==> config.mk <==
export PLATFORM = sky130hd
export DESIGN_NAME = sql_statement_end_scanner_top
export DESIGN_NICKNAME = d
export VERILOG_FILES = /design/src/sse_pkg.sv /design/src/sse_step.sv /design/src/sql_statement_end_scanner_top.sv
export SDC_FILE = /design/constraint.sdc
export NUM_CORES = 1
export LEC_CHECK = 0
export BUFFER_PORTS_ARGS = -buffer_cell sky130_fd_sc_hd__buf_2
export CAP_MARGIN = 15
export CORE_MARGIN = 5
export CORE_UTILIZATION = 47
export CTS_CLUSTER_SIZE = 24
export DETAILED_ROUTE_END_ITERATION = 7
export PLACE_DENSITY = 0.62
export SYNTH_ARGS = -nofsm -noshare
export SYNTH_HDL_FRONTEND = slang
export SYNTH_SLANG_ARGS = --single-unit
==> constraint.sdc <==
create_clock -name clk -period 7.45 [get_ports clk]
set_clock_uncertainty 0.05 [all_clocks]
set_input_delay 0.3725 -clock clk [delete_from_list [all_inputs] [get_ports clk]]
set_output_delay 0.3725 -clock clk [all_outputs]
set_load 0.02 [all_outputs]
==> src/sse_pkg.sv <==
// ----------------------------------------------------------------------------
// sse_pkg
// Types and constants shared by the SQL statement end scanner modules.
// ----------------------------------------------------------------------------
package sse_pkg;

  typedef enum logic [2:0] {
    MODE_CODE       = 3'd0,
    MODE_DASH       = 3'd1,
    MODE_SLASH      = 3'd2,
    MODE_STRING     = 3'd3,
    MODE_LINE       = 3'd4,
    MODE_BLOCK      = 3'd5,
    MODE_BLOCK_STAR = 3'd6
  } mode_t;

  typedef enum logic [1:0] {
    PEND_NONE  = 2'd0,
    PEND_BEGIN = 2'd1,
    PEND_END   = 2'd2
  } pend_t;

  localparam logic [1:0] REGION_CODE   = 2'd0;
  localparam logic [1:0] REGION_STRING = 2'd1;
  localparam logic [1:0] REGION_LINE   = 2'd2;
  localparam logic [1:0] REGION_BLOCK  = 2'd3;

  localparam logic [2:0] WORD_MAX  = 3'd6;
  localparam logic [2:0] WORD_LONG = 3'd7;

  localparam logic [47:0] KW_BEGIN  = 48'h00_42_45_47_49_4E;
  localparam logic [47:0] KW_END    = 48'h00_00_00_45_4E_44;
  localparam logic [47:0] KW_WORK   = 48'h00_00_57_4F_52_4B;
  localparam logic [47:0] KW_IF     = 48'h00_00_00_00_49_46;
  localparam logic [47:0] KW_WHILE  = 48'h00_57_48_49_4C_45;
  localparam logic [47:0] KW_LOOP   = 48'h00_00_4C_4F_4F_50;
  localparam logic [47:0] KW_REPEAT = 48'h52_45_50_45_41_54;
  localparam logic [47:0] KW_CASE   = 48'h00_00_43_41_53_45;

  localparam logic [7:0] CH_SEMI    = 8'h3B;
  localparam logic [7:0] CH_HASH    = 8'h23;
  localparam logic [7:0] CH_DASH    = 8'h2D;
  localparam logic [7:0] CH_SLASH   = 8'h2F;
  localparam logic [7:0] CH_STAR    = 8'h2A;
  localparam logic [7:0] CH_QUOTE   = 8'h27;
  localparam logic [7:0] CH_NEWLINE = 8'h0A;
  localparam logic [7:0] CH_UNDER   = 8'h5F;
  localparam logic [7:0] CH_SPACE   = 8'h20;

  typedef struct packed {
    mode_t       mode;
    logic [47:0] word_chars;
    logic [2:0]  word_length;
    pend_t       pending;
  } scan_state_t;

  typedef struct packed {
    logic       statement_end;
    logic [7:0] nesting_depth;
    logic [1:0] scan_region;
  } scan_result_t;

  function automatic logic is_upper(input logic [7:0] b);
    return (b >= 8'h41) && (b <= 8'h5A);
  endfunction

  function automatic logic is_lower(input logic [7:0] b);
    return (b >= 8'h61) && (b <= 8'h7A);
  endfunction

  function automatic logic is_digit(input logic [7:0] b);
    return (b >= 8'h30) && (b <= 8'h39);
  endfunction

  function automatic logic is_space(input logic [7:0] b);
    return (b == CH_SPACE) || ((b >= 8'h09) && (b <= 8'h0D));
  endfunction

  function automatic logic word_is(input logic [47:0] chars, input logic [2:0] len,
                                   input logic [47:0] kw, input logic [2:0] kw_len);
    return (len == kw_len) && (chars == kw);
  endfunction

endpackage

==> src/sse_step.sv <==
// ----------------------------------------------------------------------------
// sse_step
// Next-state and result logic for one text byte of the statement end scanner.
// ----------------------------------------------------------------------------
module sse_step #(
  parameter int MAX_DEPTH = 255
) (
  input  logic [7:0]                        text_byte,
  input  logic                              session_start,
  input  sse_pkg::scan_state_t              state,
  input  logic [$clog2(MAX_DEPTH+1)-1:0]    depth,
  output sse_pkg::scan_state_t              state_next,
  output logic [$clog2(MAX_DEPTH+1)-1:0]    depth_next,
  output sse_pkg::scan_result_t             result
);

  localparam int DEPTH_W = $clog2(MAX_DEPTH + 1);
  localparam logic [DEPTH_W-1:0] DEPTH_LIMIT = DEPTH_W'(MAX_DEPTH);

  function automatic logic [DEPTH_W-1:0] nest(input logic [DEPTH_W-1:0] d);
    return (d < DEPTH_LIMIT) ? d + DEPTH_W'(1) : d;
  endfunction

  function automatic logic [DEPTH_W-1:0] unnest(input logic [DEPTH_W-1:0] d);
    return (d != '0) ? d - DEPTH_W'(1) : d;
  endfunction

  sse_pkg::mode_t mode;
  sse_pkg::pend_t pend;
  logic [47:0]    wchars;
  logic [2:0]     wlen;
  logic [DEPTH_W-1:0] d;
  logic           o_end;
  logic [1:0]     o_region;
  logic           do_code;
  logic           skip;
  logic           letter;
  logic           word_char;
  logic [7:0]     upper;
  logic [16:0]    depth_wide;

  always_comb begin
    letter    = sse_pkg::is_upper(text_byte) || sse_pkg::is_lower(text_byte);
    word_char = letter || sse_pkg::is_digit(text_byte) || (text_byte == sse_pkg::CH_UNDER);
    upper     = sse_pkg::is_lower(text_byte) ? text_byte - 8'd32 : text_byte;

    if (session_start) begin
      mode   = sse_pkg::MODE_CODE;
      wchars = '0;
      wlen   = '0;
      pend   = sse_pkg::PEND_NONE;
      d      = '0;
    end else begin
      mode   = state.mode;
      wchars = state.word_chars;
      wlen   = state.word_length;
      pend   = state.pending;
      d      = depth;
    end

    o_end    = 1'b0;
    o_region = sse_pkg::REGION_CODE;
    do_code  = 1'b0;
    skip     = 1'b0;

    case (mode)
      sse_pkg::MODE_DASH: begin
        mode = sse_pkg::MODE_CODE;
        if (text_byte == sse_pkg::CH_DASH) begin
          mode     = sse_pkg::MODE_LINE;
          o_region = sse_pkg::REGION_LINE;
        end else begin
          do_code = 1'b1;
        end
      end
      sse_pkg::MODE_SLASH: begin
        mode = sse_pkg::MODE_CODE;
        if (text_byte == sse_pkg::CH_STAR) begin
          mode     = sse_pkg::MODE_BLOCK;
          o_region = sse_pkg::REGION_BLOCK;
        end else begin
          do_code = 1'b1;
        end
      end
      sse_pkg::MODE_STRING: begin
        o_region = sse_pkg::REGION_STRING;
        if (text_byte == sse_pkg::CH_QUOTE) mode = sse_pkg::MODE_CODE;
      end
      sse_pkg::MODE_LINE: begin
        if (text_byte == sse_pkg::CH_NEWLINE) begin
          mode = sse_pkg::MODE_CODE;
        end else begin
          o_region = sse_pkg::REGION_LINE;
        end
      end
      sse_pkg::MODE_BLOCK: begin
        o_region = sse_pkg::REGION_BLOCK;
        if (text_byte == sse_pkg::CH_STAR) mode = sse_pkg::MODE_BLOCK_STAR;
      end
      sse_pkg::MODE_BLOCK_STAR: begin
        o_region = sse_pkg::REGION_BLOCK;
        if (text_byte == sse_pkg::CH_SLASH) begin
          mode = sse_pkg::MODE_CODE;
        end else if (text_byte != sse_pkg::CH_STAR) begin
          mode = sse_pkg::MODE_BLOCK;
        end
      end
      default: begin
        mode    = sse_pkg::MODE_CODE;
        do_code = 1'b1;
      end
    endcase

    if (do_code) begin
      o_region = sse_pkg::REGION_CODE;
      if (wlen != 3'd0) begin
        if (word_char) begin
          if (wlen < sse_pkg::WORD_MAX) begin
            wchars = {wchars[39:0], upper};
            wlen   = wlen + 3'd1;
          end else begin
            wlen = sse_pkg::WORD_LONG;
          end
          skip = 1'b1;
        end else begin
          if (pend == sse_pkg::PEND_BEGIN) begin
            if (!sse_pkg::word_is(wchars, wlen, sse_pkg::KW_WORK, 3'd4)) d = nest(d);
          end else if (pend == sse_pkg::PEND_END) begin
            if (!(sse_pkg::word_is(wchars, wlen, sse_pkg::KW_IF, 3'd2) ||
                  sse_pkg::word_is(wchars, wlen, sse_pkg::KW_WHILE, 3'd5) ||
                  sse_pkg::word_is(wchars, wlen, sse_pkg::KW_LOOP, 3'd4) ||
                  sse_pkg::word_is(wchars, wlen, sse_pkg::KW_REPEAT, 3'd6) ||
                  sse_pkg::word_is(wchars, wlen, sse_pkg::KW_CASE, 3'd4))) begin
              d = unnest(d);
            end
          end
          pend = sse_pkg::PEND_NONE;
          if (sse_pkg::word_is(wchars, wlen, sse_pkg::KW_BEGIN, 3'd5)) begin
            pend = sse_pkg::PEND_BEGIN;
          end else if (sse_pkg::word_is(wchars, wlen, sse_pkg::KW_END, 3'd3)) begin
            pend = sse_pkg::PEND_END;
          end
          wchars = '0;
          wlen   = '0;
        end
      end

      if (!skip && !sse_pkg::is_space(text_byte)) begin
        if (letter || (text_byte == sse_pkg::CH_UNDER)) begin
          if ((pend == sse_pkg::PEND_BEGIN) && (text_byte == sse_pkg::CH_UNDER)) begin
            d    = nest(d);
            pend = sse_pkg::PEND_NONE;
          end
          wchars = {wchars[39:0], upper};
          wlen   = wlen + 3'd1;
        end else begin
          if (pend == sse_pkg::PEND_BEGIN) begin
            if (text_byte != sse_pkg::CH_SEMI) d = nest(d);
          end else if (pend == sse_pkg::PEND_END) begin
            d = unnest(d);
          end
          pend = sse_pkg::PEND_NONE;
          if (text_byte == sse_pkg::CH_SEMI) begin
            o_end = (d == '0);
          end else if (text_byte == sse_pkg::CH_DASH) begin
            mode = sse_pkg::MODE_DASH;
          end else if (text_byte == sse_pkg::CH_SLASH) begin
            mode = sse_pkg::MODE_SLASH;
          end else if (text_byte == sse_pkg::CH_HASH) begin
            mode     = sse_pkg::MODE_LINE;
            o_region = sse_pkg::REGION_LINE;
          end else if (text_byte == sse_pkg::CH_QUOTE) begin
            mode     = sse_pkg::MODE_STRING;
            o_region = sse_pkg::REGION_STRING;
          end
        end
      end
    end

    state_next.mode        = mode;
    state_next.word_chars  = wchars;
    state_next.word_length = wlen;
    state_next.pending     = pend;
    depth_next             = d;
  end

  always_comb begin
    depth_wide = 17'(d);

    result.statement_end = o_end;
    result.nesting_depth = (depth_wide > 17'd255) ? 8'd255 : depth_wide[7:0];
    result.scan_region   = o_region;
  end

endmodule

==> src/sql_statement_end_scanner_top.sv <==
// A byte accepted at the input is held in the input register, passes the scan
// step into the result register and is presented at the output from there.
// One text byte per cycle while the output is not stalled, set by the single
// scan step between the input and result registers, with scan state fed back.
// Reset (rst, synchronous) empties both registers and returns the scanner to
// plain code with no word, nothing pending and depth zero.
// ----------------------------------------------------------------------------
// sql_statement_end_scanner_top
// Flags each top-level ';' in a byte stream of SQL text and reports the
// BEGIN...END nesting depth and the lexical region of every byte.
// ----------------------------------------------------------------------------
module sql_statement_end_scanner_top #(
  parameter int MAX_DEPTH = 255
) (
  input  logic       clk,
  input  logic       rst,
  input  logic       in_valid,
  output logic       in_ready,
  input  logic [7:0] text_byte,
  input  logic       session_start,
  output logic       out_valid,
  input  logic       out_ready,
  output logic       statement_end,
  output logic [7:0] nesting_depth,
  output logic [1:0] scan_region
);

  localparam int DEPTH_W = $clog2(MAX_DEPTH + 1);

  logic                  in_full;
  logic [7:0]            in_byte;
  logic                  in_start;
  logic                  advance;

  sse_pkg::scan_state_t  state;
  sse_pkg::scan_state_t  state_next;
  logic [DEPTH_W-1:0]    depth;
  logic [DEPTH_W-1:0]    depth_next;
  sse_pkg::scan_result_t result_next;

  assign advance  = in_full && (!out_valid || out_ready);
  assign in_ready = !in_full || advance;

  sse_step #(
    .MAX_DEPTH(MAX_DEPTH)
  ) u_step (
    .text_byte    (in_byte),
    .session_start(in_start),
    .state        (state),
    .depth        (depth),
    .state_next   (state_next),
    .depth_next   (depth_next),
    .result       (result_next)
  );

  always_ff @(posedge clk) begin
    if (rst) begin
      in_full <= 1'b0;
    end else if (in_ready) begin
      in_full <= in_valid;
    end
  end

  always_ff @(posedge clk) begin
    if (in_valid && in_ready) begin
      in_byte  <= text_byte;
      in_start <= session_start;
    end
  end

  always_ff @(posedge clk) begin
    if (rst) begin
      state.mode        <= sse_pkg::MODE_CODE;
      state.word_chars  <= '0;
      state.word_length <= '0;
      state.pending     <= sse_pkg::PEND_NONE;
      depth             <= '0;
    end else if (advance) begin
      state <= state_next;
      depth <= depth_next;
    end
  end

  always_ff @(posedge clk) begin
    if (rst) begin
      out_valid <= 1'b0;
    end else if (advance) begin
      out_valid <= 1'b1;
    end else if (out_ready) begin
      out_valid <= 1'b0;
    end
  end

  always_ff @(posedge clk) begin
    if (advance) begin
      statement_end <= result_next.statement_end;
      nesting_depth <= result_next.nesting_depth;
      scan_region   <= result_next.scan_region;
    end
  end

endmodule
After elaboration in Yosys (flattened, before gate mapping)
Cells that the tools add are included.

operators by class
  bitwise logic cells = 3
  add/sub/neg operators = 7
  multiplexer cells = 85
  order comparisons = 11
  equal/unequal tests = 34
  reduce and logical (&&, ||, !) cells = 39

operators by type and width
  kind                                                             number
  2-to-1 mux 48 bit                                                7
  2-to-1 mux 8 bit                                                 23
  == test 48 x 31 -> 1 bit (second input constant)                 3
  == test 48 x 39 -> 1 bit (second input constant)                 2
  2-to-1 mux 3 bit                                                 24
  == test 8 x 6 -> 1 bit (second input constant)                   7
  == test 48 x 15 -> 1 bit (second input constant)                 1
  == test 48 x 23 -> 1 bit (second input constant)                 1
  == test 48 x 47 -> 1 bit (second input constant)                 1
  2-to-1 mux 2 bit                                                 20
  == test 3 bit (second input constant)                            6
  one-hot mux 3 bit (6 select lines)                               1
  adder 8 x 1 -> 8 bit (second input constant)                     2
  >= comparator 8 x 7 -> 1 bit (second input constant)             2
  less-or-equal comparator 8 x 7 -> 1 bit (second input constant)  2
  logical AND 1 bit                                                16
  < comparator 8 bit (second input constant)                       2
  != test 8 x 6 -> 1 bit (second input constant)                   2
  nonzero test 8 bit                                               2
  subtractor 8 x 1 -> 8 bit (second input constant)                2
  == test 3 x 2 -> 1 bit (second input constant)                   4
  logical OR 1 bit                                                 11
  one-hot mux 2 bit (5 select lines)                               1
  == test 8 x 4 -> 1 bit (second input constant)                   1
  20 further kinds                                                 36

storage, ports and cells
  output and inout port bits = 13
  input port bits = 13
  logic and storage cells = 191
  bits in registers = 86

Logic depth before layout (Yosys ltp)
Gate-level depths: netlist of the first run.

  depth after elaboration = 23
  depth in mapped cells = 25
  depth with buffers taken out = 19

Cells and area by module
Synthesis of the first run repeated with hierarchy kept, for this count alone.

unflattened totals
  cells, all modules = 1,188
  area, all modules = 8,862.2 um2

by module, submodules not included
  module                         instances  seq. area each (um2)  area each (um2)  cells an instance
  sse_step                       1          0.0                   5,265.0          881
  sql_statement_end_scanner_top  1          1,921.8               3,597.2          307

Least setup slack after synthesis of the first run
OpenSTA, ideal clock, no wires.

  path kind = reg-to-reg
  start point = register in_start
  end point = register nesting_depth[3] (data pin)
  path slack = 1,773 ps
  data arrival time = 5,362 ps
  cell stages (with the launch flop) = 24
  period minus slack after synthesis = 5,677 ps
  library setup time = 265 ps
  required time = 7,135 ps
  buffers on the path = 6
  cells stage by stage = edfxtp_1 buf_6 buf_2 buf_2 clkbuf_1 clkbuf_1 nand2b_1 ha_1 nand3b_4 or4_4 or4b_1 o31a_1 o21ai_2 mux2i_1 nand3_1 inv_2 buf_2 ha_1 inv_1 nor4_4 a211oi_1 a311o_1 nor4_2 nor2_1

on the way
  word-level cells in the longest chain between the ends = 23
  elaborated cells on any way between the ends = 82
  those cells by class = 4 x add/sub; 2 x order compare; 23 x eq/ne; 34 x mux; 19 x reduce/logical

RTL lines
  element                                                                             RTL line                             RTL
  start, declared                                                                     sql_statement_end_scanner_top.sv:32  logic in_start;
  start signal, assigned                                                              sql_statement_end_scanner_top.sv:67  in_start <= session_start;
  parallel branches: the longest is 22 deep, another holds subtractor 8 x 1 -> 8 bit  --
  2-to-1 mux 8 bit (*)                                                                sse_step.sv:114                      if (do_code) begin
  net depth_next[3]                                                                   sql_statement_end_scanner_top.sv:38  logic [DEPTH_W-1:0] depth_next;
  end signal, assigned                                                                sql_statement_end_scanner_top.sv:97  nesting_depth <= result_next.nesting_depth;
  end, declared                                                                       sql_statement_end_scanner_top.sv:24  output logic [7:0] nesting_depth,

Mark *: on every way through the listed nets, which the timed path passes. The select of a mux whose other input is x is not followed.
A chain may end at the register's enable or synchronous reset.

Final worst setup path of the first run
Same ends and word-level chain as after synthesis.

==> impl_metrics.csv, run 1 <==
group,metric,value,unit
timing,hold_violations,0,
die,io_pins,26,
die,die_w,124.4,um
die,start_util,48.32,%
run,cap_viol_max_count,0,
route,drc,0,
setup_path,critical_path.slowest_cell,"edfxtp_1",
die,fp-row-count,41,
clock_network,clock_latency,0.35,ns
setup_path,crit_fanout,33,
cells_and_area,drive_gt1_share,10.26,%
clock_network,ctsHtreeMaxLevel,3,
logic_synthesis,postSynth.asyncResetShare,0,%
timing,tightest_slew,1.039,ns
power_and_ir_drop,power_density,166.7,nW/um^2
route,vias,6442,
place,dp_hpwl,15010,um
logic_synthesis,synth-edff-count,20,
timing,rsz0062_at_grt,"false",
power_and_ir_drop,internal_power,771.3,uW
die,fp.dieArea,15470,sq um
route,postRouteAntennaNets,0,
global_route,grt.overflow.total,0,
power_and_ir_drop,leakage,0.002313,uW
outcome,status,"completed",
route,drt_first_pass_iters,8,
timing,fin_setup_tns,0,ns
cells_and_area,fin_cells,952,
logic_synthesis,ys_seq_elements,86,
setup_path,r2r_cells,18,
logic_synthesis,synth_cell_types,86,
global_route,grt_pass1_vias,6002,
cells_and_area,area_delta_synth_final,8.142,%
timing,relSlewSlack,30.76,%
setup_path,r2r_slack,1.70,ns
clock_network,clock-root-buffer,"clkbuf_16",
cells_and_area,layout.nets,803,
power_and_ir_drop,peakVddDrop,0.1332,mV
logic_synthesis,yosysWarnings,0,
timing,slew_viol_final,0,
setup_path,crit_path_end_kind,"flip-flop",
logic_synthesis,synthCells,779,
cells_and_area,layout_common_cells,"106 x nor2_1, 66 x dfxtp_1, 60 x nand2_1, 45 x a22oi_1, 37 x o21ai_0",
timing,setup_viol,0,
global_route,antenna_found_initial,1,
setup_path,r2r-end,"nesting_depth[3]",
hold_path,hp-start,"text_byte[3]",
power_and_ir_drop,power.share.sequential,45.8,%
hold_path,hold_class,"input pin to flip-flop",
logic_synthesis,ys.flop_type,"dfxtp_1",
route,via_per_inst,6.767,
power_and_ir_drop,combinationalPowerShare,13.0,%
logic_synthesis,syn_nets,807,
setup_path,max_stage_delay,0.60,ns
hold_path,hold-path-endpoint,"in_byte[3]",
route,drt-initial-drc-count,711,
setup_path,r2r-start,"in_start",
clock_network,cts_buffers,9,
cells_and_area,nFillCells,1281,
power_and_ir_drop,switchingPower,336.8,uW
hold_path,worstHoldPathCells,1,
route,wl_per_cell,21.19,um
logic_synthesis,ys_seq_area_share,31.26,%
setup_path,critPathArrivalTime,5.80,ns
setup_path,critPathLaunchType,"flip-flop",
setup_path,critical_path_class,"flip-flop to flip-flop",
route,wl,20170,um
clock_network,cts_tree,"yes",
place,place_congestion,0.9500,
global_route,grt_pass1_wl,32010,um
timing,timing.fmax,173.9,MHz
clock_network,cts.hold.buffers_added,0,
place,pre_cts_ws,1.826,ns
setup_path,required,7.50,ns
timing,fin_crit_sh,77.17,%
setup_path,path_cells,"buf_4 -> nand2b_1 -> inv_1 -> ha_1 -> nand4_1 -> or4_1 -> o31a_1 -> o21ai_2 -> mux2i_1 -> nand3_1 -> inv_2 -> ha_1 -> inv_1 -> nor4_4 -> a211oi_1 -> a311o_1 -> nor4_2 -> nor2_1",
cells_and_area,final_common_cell,"nor2_1",
die,die_h,124.4,um
place,numPortBuffers,25,
timing,min_period,5.749,ns
power_and_ir_drop,pwr-share-clk,41.2,%
clock_network,cts.sinks,86,
place,placed_cells,936,
timing,layout_setup_ws,1.701,ns
clock_network,cts.clk_slew.worst_paths,0.07,ns
power_and_ir_drop,p_sw_share,30.39,%
clock_network,clockBufferDepth,2,
die,core_area,12720,sq um
clock_network,cts_resized,0,
logic_synthesis,synth.avg_cell_area,7.891,sq um
clock_network,postCtsSetupRepairBufs,0,
global_route,grt_usage,25.34,%
logic_synthesis,syn-cell-area,6147,sq um
cells_and_area,diodes,0,
global_route,grt_max_degree,60,
[metal layers]
layer	vias up	routed length, um	GRT usage (%)
met3	36	1707	5.489
met4	0	495	10.32
li1	2997	-	-
met2	328	9108	38.71
met1	3081	8862	34.68
met5	-	0	0
[critical path, delay by kind of cell (launching register included)]
kind | cells | cell delay [ns]
buffers and inverters | 4 | 0.91
muxes | 1 | 0.23
AOI/OAI and AO/OA | 4 | 1.14
and+or+nand+nor | 7 | 2.03
DFF | 1 | 0.60
adders and majority gates | 2 | 0.50
[registers in the layout (all words and copies together) (netlist names)]
| name | flops |
|---|---|
| depth | 8 |
| state | 56 |
| in_full | 1 |
| in_byte | 8 |
| in_start | 1 |
| scan_region | 2 |
| out_valid | 1 |
| nesting_depth | 8 |
| statement_end | 1 |
[area by class of cell]
| class | instances | area (sq um) | share of cell area (%) |
|---|---|---|---|
| clock buffer | 9 | 225.2 | 3.388 |
| clock inverter | 7 | 73.82 | 1.110 |
| inverter | 16 | 60.06 | 0.9034 |
| multi-input combinational | 628 | 3959 | 59.55 |
| sequential | 86 | 1922 | 28.91 |
| tap | 172 | 215.2 | 3.237 |
| timing repair buffer | 34 | 192.7 | 2.899 |
[metrics by stage]
| step | util, % | power, uW | cell area (sq um) | hold WS [ns] |
|---|---|---|---|---|
| after floorplan | - | 614.9 | 6147 | 0.3823 |
| after global placement | 49.90 | 656.3 | 6349 | 0.4011 |
| after detailed placement | 49.90 | 658.3 | 6349 | 0.4131 |
| after CTS | 52.25 | 1111 | 6648 | 0.1309 |
| after global routing | 52.25 | 1150 | 6648 | 0.1220 |
| final | 52.25 | 1108 | 6648 | 0.1381 |
[how the worst max path moves through the flow]
stage / start / endpoint / slack [ns]
floorplan: in_start / nesting_depth[3] / 1.77
global placement: in_start / nesting_depth[3] / 2.04
detailed placement: in_start / nesting_depth[3] / 1.83
CTS: in_start / nesting_depth[3] / 1.82
global route: in_start / nesting_depth[3] / 1.44
finish: in_start / nesting_depth[3] / 1.70
[logic make-up after synthesis]
logic type | after synthesis | synth area share (%)
flip-flops | 86 | 31.26
AO/OA/AOI/OAI | 231 | 26.91
multiplexers | 6 | 1.038
buffers and inverters | 65 | 4.458
AND/OR/NAND/NOR | 374 | 32.99
adder cells (fa/ha/maj) | 15 | 3.053
XOR/XNOR | 2 | 0.2850
[power by group through the flow]
stage                     clock network, uW  logic [uW]  registers (uW)
after floorplan                           0         103             511
after global routing                    484         156             510
after global placement                    0         139             518
final                                   457         144             508
after CTS                               463         141             507
after detailed placement                  0         140             518
[cell usage after synthesis, types with 18 or more instances]
cell        n  share of area, %
nand2b_1   18               1.8
clkbuf_1   38               2.3
nor3_1     28               2.3
dfxtp_1    66                21
o21ai_0    37               3.0
nor4_1     18               1.8
nand2_1    60               3.7
a21oi_1    36               2.9
a22oi_1    45               5.5
nor2_1    107               6.5
edfxtp_1   20               9.8
nand3_1    26               2.1
Note: power is estimated with default switching activity, not from simulation.
==> run 2: changes to the inputs <==
Clock period 7.45 ns to 5.9 ns, I/O delays scaled along.
==> impl_metrics.csv, run 2 (same netlist as run 1, synthesis figures left out) <==
group,metric,value,unit
setup_path,crit_fanout,38,
global_route,grt_usage,24.05,%
cells_and_area,largest-register,"state",
clock_network,cts_buffers,9,
place,place_congestion,0.9782,
power_and_ir_drop,leakage,0.002330,uW
setup_path,required,5.93,ns
cells_and_area,final_area,6679,sq um
die,start_util,48.32,%
power_and_ir_drop,peakVddDrop,0.1530,mV
global_route,grt_pass1_wl,30700,um
place,dp_hpwl,14110,um
cells_and_area,layout.nets,804,
cells_and_area,area_delta_synth_final,8.651,%
route,vias,6281,
timing,tightest_slew,1.179,ns
timing,relSlewSlack,21.08,%
global_route,grt_pass1_vias,5804,
power_and_ir_drop,pwr-share-clk,42.6,%
clock_network,postCtsSetupRepairBufs,0,
setup_path,critPathLaunchType,"flip-flop",
run,cap_viol_max_count,0,
timing,hold_violations,0,
route,postRouteAntennaNets,0,
timing,timing.fmax,184.8,MHz
hold_path,hp-start,"text_byte[4]",
hold_path,worstHoldPathCells,1,
cells_and_area,diodes,0,
power_and_ir_drop,switchingPower,394.0,uW
global_route,antenna_found_initial,0,
global_route,grt_max_degree,60,
timing,slew_viol_final,0,
place,placed_area,6356,sq um
place,numPortBuffers,25,
route,drc,0,
setup_path,crit_path_end_kind,"flip-flop",
clock_network,cts.clk_slew.worst_paths,0.07,ns
route,wl,19090,um
route,drt_first_pass_iters,6,
die,die_h,124.4,um
setup_path,r2r-end,"nesting_depth[3]",
route,drt-initial-drc-count,584,
die,io_pins,26,
setup_path,critical_path_class,"flip-flop to flip-flop",
power_and_ir_drop,combinationalPowerShare,12.6,%
power_and_ir_drop,power.share.sequential,44.7,%
power_and_ir_drop,internal_power,1035,uW
clock_network,ctsHtreeMaxLevel,3,
clock_network,clockBufferDepth,2,
die,fp.dieArea,15470,sq um
die,fp-row-count,41,
route,wl_per_cell,20.03,um
timing,fin_crit_sh,91.72,%
die,die_w,124.4,um
cells_and_area,final_common_cell,"nor2_1",
hold_path,hold_class,"input pin to flip-flop",
setup_path,critPathArrivalTime,5.44,ns
cells_and_area,drive_gt1_share,10.37,%
clock_network,cts.sinks,86,
die,core_area,12720,sq um
power_and_ir_drop,power_density,214.0,nW/um^2
timing,fin_setup_tns,0,ns
clock_network,cts_tree,"yes",
setup_path,r2r_slack,0.49,ns
clock_network,cts_resized,0,
hold_path,hold-path-endpoint,"in_byte[4]",
timing,min_period,5.411,ns
cells_and_area,largest_register_ffs,56,
clock_network,clock_latency,0.35,ns
clock_network,cts.hold.buffers_added,0,
clock_network,clock-root-buffer,"clkbuf_16",
route,via_per_inst,6.591,
timing,setup_viol,0,
timing,rsz0062_at_grt,"false",
cells_and_area,layout_common_cells,"106 x nor2_1, 66 x dfxtp_1, 60 x nand2_1, 45 x a22oi_1, 37 x o21ai_0",
setup_path,r2r-start,"in_start",
global_route,grt.overflow.total,0,
outcome,status,"completed",
power_and_ir_drop,p_sw_share,27.57,%
setup_path,r2r_cells,18,
run 2: cell count changes in the layout (fill, tap and decap cells not counted), sizes merged:
cell	before	now
bufinv	0	1
clkbuf	9	10
buf	34	35
clkinv	3	1
run 2: power groups by stage:
stage / registers [uW] / logic (uW) / clock network [uW]
floorplan: 646 / 131 / 0
finish: 639 / 181 / 609
global placement: 651 / 176 / 0
detailed placement: 652 / 178 / 0
CTS: 638 / 178 / 623
global route: 641 / 199 / 650
run 2: how the worst max path moves through the flow:
stage	start	slack (ns)	to	cells after the start
floorplan	in_start	0.22	nesting_depth[3]	23
global placement	in_start	0.77	nesting_depth[3]	17
detailed placement	in_start	0.63	nesting_depth[3]	18
CTS	in_start	0.61	nesting_depth[3]	18
global route	in_start	0.14	statement_end	19
finish	in_start	0.49	nesting_depth[3]	18
run 2: layout make-up:
cell class | count | area, sq um
tap | 172 | 215.2
timing repair buffer | 35 | 200.2
clock inverter | 6 | 72.57
fill | 1279 | 6043
inverter | 16 | 60.06
sequential | 86 | 1922
multi-input combinational | 628 | 3959
clock buffer | 10 | 250.2
run 2: layer usage:
layer | GRT usage, % | share of wire (%) | vias to the layer above
met5 | 0 | 0 | -
met4 | 7.479 | 2.3 | 0
met3 | 5.103 | 7.5 | 40
met2 | 37.50 | 45 | 265
met1 | 33.31 | 45 | 2977
li1 | - | - | 2999
run 2: critical path, cell delays in order, from the launching register on:
cell and delay, ns:
edfxtp_1 0.41, buf_4 0.27, nand2b_1 0.24, inv_1 0.19
ha_1 0.27, nand4_1 0.17, or4_1 0.57, o31a_1 0.22
o21ai_2 0.27, mux2i_1 0.22, nand3_1 0.25, inv_2 0.27
ha_1 0.23, inv_1 0.11, nor4_4 0.46, a211oi_1 0.17
a311o_1 0.39, nor4_2 0.27, nor2_1 0.10
run 2: through the flow:
step	instances	total power [uW]	hold WS, ns	setup slack, ns	utilization, %
global placement	937	827.8	0.4045	0.7720	49.96
floorplan	779	776.4	0.3439	0.2234	-
finish	953	1429	0.06813	0.4885	52.50
global route	953	1489	0.05007	0.1403	52.50
CTS	953	1439	0.05432	0.6075	52.50
detailed placement	937	829.2	0.4077	0.6338	49.96
